==> src/hdl/cqb_pkg.sv <==
// ---------------------------------------------------------------------------
// cqb_pkg
// types, codes and helpers shared by the clipped quad batcher
// ---------------------------------------------------------------------------
package cqb_pkg;

  localparam logic [2:0] OP_BEGIN = 3'd0;
  localparam logic [2:0] OP_END   = 3'd1;
  localparam logic [2:0] OP_PUSH  = 3'd2;
  localparam logic [2:0] OP_POP   = 3'd3;
  localparam logic [2:0] OP_QUAD  = 3'd4;

  localparam logic [1:0] KIND_VTX = 2'd0;
  localparam logic [1:0] KIND_CMD = 2'd1;
  localparam logic [1:0] KIND_UPD = 2'd2;

  localparam int QBITS = 25;

  typedef enum logic [1:0] {
    CLS_CLEAR,
    CLS_PUSH,
    CLS_POP,
    CLS_QUAD
  } cls_t;

  typedef struct packed {
    logic [2:0]         op;
    logic signed [23:0] rect_x;
    logic signed [23:0] rect_y;
    logic signed [23:0] rect_w;
    logic signed [23:0] rect_h;
    logic signed [23:0] tex_u0;
    logic signed [23:0] tex_v0;
    logic signed [23:0] tex_u1;
    logic signed [23:0] tex_v1;
    logic [31:0]        color;
    logic [15:0]        texture;
  } item_t;

  typedef struct packed {
    logic [1:0]         kind;
    logic signed [23:0] pos_x;
    logic signed [23:0] pos_y;
    logic signed [23:0] tex_u;
    logic signed [23:0] tex_v;
    logic [31:0]        rgba;
    logic [15:0]        tex_handle;
    logic               clipped;
    logic [23:0]        index_value;
    logic               last_of_run;
  } result_t;

  typedef struct packed {
    cls_t  cls;
    item_t item;
  } work_t;

  function automatic logic signed [23:0] sat24(input logic signed [26:0] v);
    logic signed [23:0] r;
    if (v > 27'sd8388607) begin
      r = 24'sh7fffff;
    end else if (v < -27'sd8388608) begin
      r = 24'sh800000;
    end else begin
      r = v[23:0];
    end
    return r;
  endfunction

endpackage

==> src/hdl/cqb_front.sv <==
// ---------------------------------------------------------------------------
// cqb_front
// accepts items, tracks the frame, classifies and queues work for the back end
// ---------------------------------------------------------------------------
module cqb_front import cqb_pkg::*; (
  input  logic  clk,
  input  logic  rst,
  input  logic  push,
  input  item_t item,
  output logic  full,
  output logic  q_valid,
  output work_t q_data,
  input  logic  q_pop
);

  logic        frame_active;
  work_t       buf_q [2];
  logic        wp;
  logic        rp;
  logic [1:0]  cnt;
  logic        acc;
  logic        fwd;
  cls_t        cls;

  assign full    = (cnt == 2'd2);
  assign q_valid = (cnt != 2'd0);
  assign q_data  = buf_q[rp];
  assign acc     = push && !full;

  always_comb begin
    fwd = 1'b0;
    cls = CLS_QUAD;
    unique case (item.op)
      OP_BEGIN: begin
        fwd = 1'b1;
        cls = CLS_CLEAR;
      end
      OP_PUSH: begin
        fwd = frame_active;
        cls = CLS_PUSH;
      end
      OP_POP: begin
        fwd = frame_active;
        cls = CLS_POP;
      end
      OP_QUAD: begin
        fwd = frame_active;
        cls = CLS_QUAD;
      end
      default: begin
        fwd = 1'b0;
      end
    endcase
  end

  always_ff @(posedge clk) begin
    if (acc && fwd) begin
      buf_q[wp] <= '{cls: cls, item: item};
    end
    if (rst) begin
      frame_active <= 1'b0;
      wp           <= 1'b0;
      rp           <= 1'b0;
      cnt          <= 2'd0;
    end else begin
      if (acc && item.op == OP_BEGIN) begin
        frame_active <= 1'b1;
      end else if (acc && item.op == OP_END) begin
        frame_active <= 1'b0;
      end
      if (acc && fwd) begin
        wp <= ~wp;
      end
      if (q_pop && q_valid) begin
        rp <= ~rp;
      end
      cnt <= cnt + {1'b0, acc && fwd} - {1'b0, q_pop && q_valid};
    end
  end

endmodule

==> config.mk <==
export PLATFORM = sky130hd
export DESIGN_NAME = cqb_front
export DESIGN_NICKNAME = d
export VERILOG_FILES = /design/src/hdl/cqb_pkg.sv /design/src/hdl/cqb_front.sv
export SDC_FILE = /design/constraint.sdc
export NUM_CORES = 1
export LEC_CHECK = 0
export BUFFER_PORTS_ARGS = -buffer_cell sky130_fd_sc_hd__buf_2
export CAP_MARGIN = 0
export CORE_ASPECT_RATIO = 0.8
export CORE_MARGIN = 10
export CORE_UTILIZATION = 58
export CTS_BUF_LIST = sky130_fd_sc_hd__clkbuf_4
export DETAILED_ROUTE_END_ITERATION = 6
export HOLD_SLACK_MARGIN = 0.05
export MAX_ROUTING_LAYER = met4
export PLACE_DENSITY = 0.94
export RECOVER_POWER = 100
export SYNTH_ARGS = -nofsm -noshare
export SYNTH_HDL_FRONTEND = slang
export SYNTH_SLANG_ARGS = --single-unit
==> constraint.sdc <==
create_clock -name clk -period 40.9 [get_ports clk]
set_input_delay 8.18 -clock clk [delete_from_list [all_inputs] [get_ports clk]]
set_output_delay 8.18 -clock clk [all_outputs]
set_load 0.02 [all_outputs]
==> results.toml <==
[timing]
slew_viol_final = 740
fin_crit_sh = 0.396
tns_ns = 0
worstMarginPinSlew_ns = 4.95
setup_viol_count_final = 0
finClkSkew_ns = 0.0407
period_needed_ns = 16.19
rsz0062_at_grt = "false"
max_freq_mhz = 61.8
hold_viol_final = 0
maxSlewHeadroom = -2.30

[placement]
dpl.hpwl_mm = 32.4
gp_congestion = 0.797
port_buffers = 493
dpl_cell_area_sq_um = 20900
placed_cells = 1687

[synth]
post_synth.cell_area_avg_sq_um = 22.5
yosysTopAreaCell = "edfxtp_1"
async_flop_share = 0
synth_nets = 1048
ys_seq_area_frac = 0.825
netlist_instances = 799
yosys_most_used_dff = "edfxtp_1"
synth_cell_types = 21
yosys_warnings = 0
yosysMostFrequentCell = "edfxtp_1"
synth_common_cells = "490 x edfxtp_1, 245 x mux2_2, 21 x buf_2, 8 x nor2_1"
netlist.area_leader.share = 0.819
netlist_area_sq_um = 18000
synth_edf_count = 490
synth-seq-cells = 496
yosys-top-cells-area = "edfxtp_1 82%, mux2_2 15%, dfxtp_1 0.67%, buf_2 0.58%, buf_6 0.38%"

[grt]
grt_max_degree = 87
first_global_vias = 11100
grt_overflow = 0
grt_pass1_wl_mm = 68.8
antenna_found_initial = 5
track_usage = 0.247

[clock_network]
postCtsSetupBuffers = 0
clock_sinks = 496
clkLatencyLatePin_ns = 0.75
cts_root_buf = "clkbuf_4"
cts_inserted_buffers = 115
clk_path_buf_depth = 3
hold_buffers = 0
cts_resized = 0
clk_pin_slew_ns = 0.07
htree_levels = 3
cts_tree = "built"

[power]
clockPowerShare = 0.311
power.share.sequential = 0.468
ir_worst_vdd_mv = 0.0526
p_per_area_nw_per_um2 = 56.6
p_comb_frac = 0.221
p_leak_nw = 7.29
p_int_uw = 878
p_sw_uw = 359
swShare = 0.290

[routing]
wl_mm = 47.9
wire_per_inst_microns = 25.3
vias = 10400
via_per_inst = 5.46
first_pass_iters = 5
ant_nets = 0
drc = 0
drt-initial-drc-count = 1073

[hold_path]
min_path_cells = 2
hold_start = "rp$_SDFFE_PP0P_"
hold_class = "reg2reg"

[run_status]
status = "finished, violations left"
violations = "max-capacitance violations, max-slew violations"

[setup_path]
arrival_ns = 16.45
end_kind = "register"
crit_type = "in2reg"
r2r_start = "cnt[0]$_SDFF_PP0_"
cp_max_fo = 84
r2r_cells = 5
cp-startpoint = "item[241]"
required_ns = 41.15
cp-start-kind = "input port"

[cells_and_area]
postLayoutCoreUtil = 0.717
num-fill-cells = 1933
fin_area_sq_um = 21800
drive_gt1_frac = 0.348
nets = 1640
area_delta_synth_final_pct = 21.5
instances_no_fill = 1895

[floorplan]
die_h_microns = 177
rows = 57
io_pins = 494
initial_core_util = 0.590
design.die.area_sq_um = 38500
core_sq_um = 30500
die_w_microns = 217

[flow_run]
cap_violations = 11
[placed cells by master, fill, tap and decap left out]
cell type / n
buf_2: 133
xnor2_1: 2
and2_0: 1
mux2_4: 1
o21a_1: 1
diode_2: 8
inv_1: 3
and4_1: 1
clkinv_2: 1
bufinv_16: 1
nor2b_1: 1
a31oi_1: 1
clkinv_1: 19
inv_2: 1
mux2_1: 49
clkbuf_1: 369
dfxtp_1: 6
clkinv_4: 1
ha_1: 2
nand2b_1: 2
o2111ai_1: 1
nor2_1: 8
clkbuf_4: 174
mux2i_1: 1
xor2_1: 1
clkinvlp_4: 3
nor3_1: 3
or2_2: 2
mux2_2: 196
edfxtp_1: 490
[per-stage QoR]
step | total power, mW | setup WS, ns | hold slack (ns)
final | 1.24 | 24.71 | 0.520
after global routing | 1.28 | 24.06 | 0.567
after CTS | 1.25 | 29.90 | 0.520
after detailed placement | 0.863 | 29.12 | 0.503
after global placement | 0.857 | 29.33 | 0.494
after floorplan | 0.775 | 21.29 | 0.481
[worst max-delay path: stages]
cell and delay (ns):
clkbuf_1 0.21, mux2i_1 0.26, o2111ai_1 0.29, nor2_1 1.54
clkbuf_1 3.53, clkbuf_1 2.30
[flip-flops by register name, indices dropped and copies added (netlist names), named ones only]
| register | flops |
|---|---|
| frame_active | 1 |
| rp | 1 |
| wp | 1 |
| buf_q | 490 |
| cnt | 2 |
[final timing paths]
| path | to | slack [ns] |
|---|---|---|
| worst max register to register | buf_q[0][185]$_DFFE_PP_ | 32.09 |
| worst max-delay path | buf_q[0][185]$_DFFE_PP_ | 24.71 |
| worst min register to register | register | 0.52 |
| worst min-delay path | register | 0.52 |
[routing by layer]
| metal | vias to the layer above | GRT usage | part of all wire |
|---|---|---|---|
| li1 | 4465 | - | - |
| met1 | 5138 | 0.268 | 0.34 |
| met2 | 673 | 0.422 | 0.53 |
| met3 | 77 | 0.0885 | 0.11 |
| met4 | 0 | 0.0715 | 0.022 |
| met5 | - | - | 0 |
[power groups by stage]
stage / sequential (mW) / clock, mW / combinational [mW]
detailed placement: 0.589 / 0 / 0.274
finish: 0.579 / 0.385 / 0.273
global placement: 0.588 / 0 / 0.269
floorplan: 0.590 / 0 / 0.185
global route: 0.580 / 0.416 / 0.286
CTS: 0.578 / 0.392 / 0.278
[cells by family after synthesis]
logic type,Yosys count,synth area share
multiplexers,247,0.155
adder cells (fa/ha/maj),2,0.00139
AO/OA/AOI/OAI,3,0.00160
XOR/XNOR,3,0.00146
flip-flops,496,0.825
AND/OR/NAND/NOR,18,0.00508
buffers and inverters,30,0.0102
[cell type report]
| type | instances | area, sq um | share of cell area |
|---|---|---|---|
| flip-flops and latches | 496 | 14800 | 0.680 |
| multi-input cells | 273 | 2950 | 0.135 |
| repair buffers | 502 | 2050 | 0.0939 |
| clock buffers | 174 | 1310 | 0.0598 |
| well taps | 413 | 517 | 0.0237 |
| clock inverters | 26 | 141 | 0.00648 |
| diodes | 8 | 20.0 | 0.000917 |
| inverters | 3 | 11.3 | 0.000516 |
(Power assumes the default switching activity.)
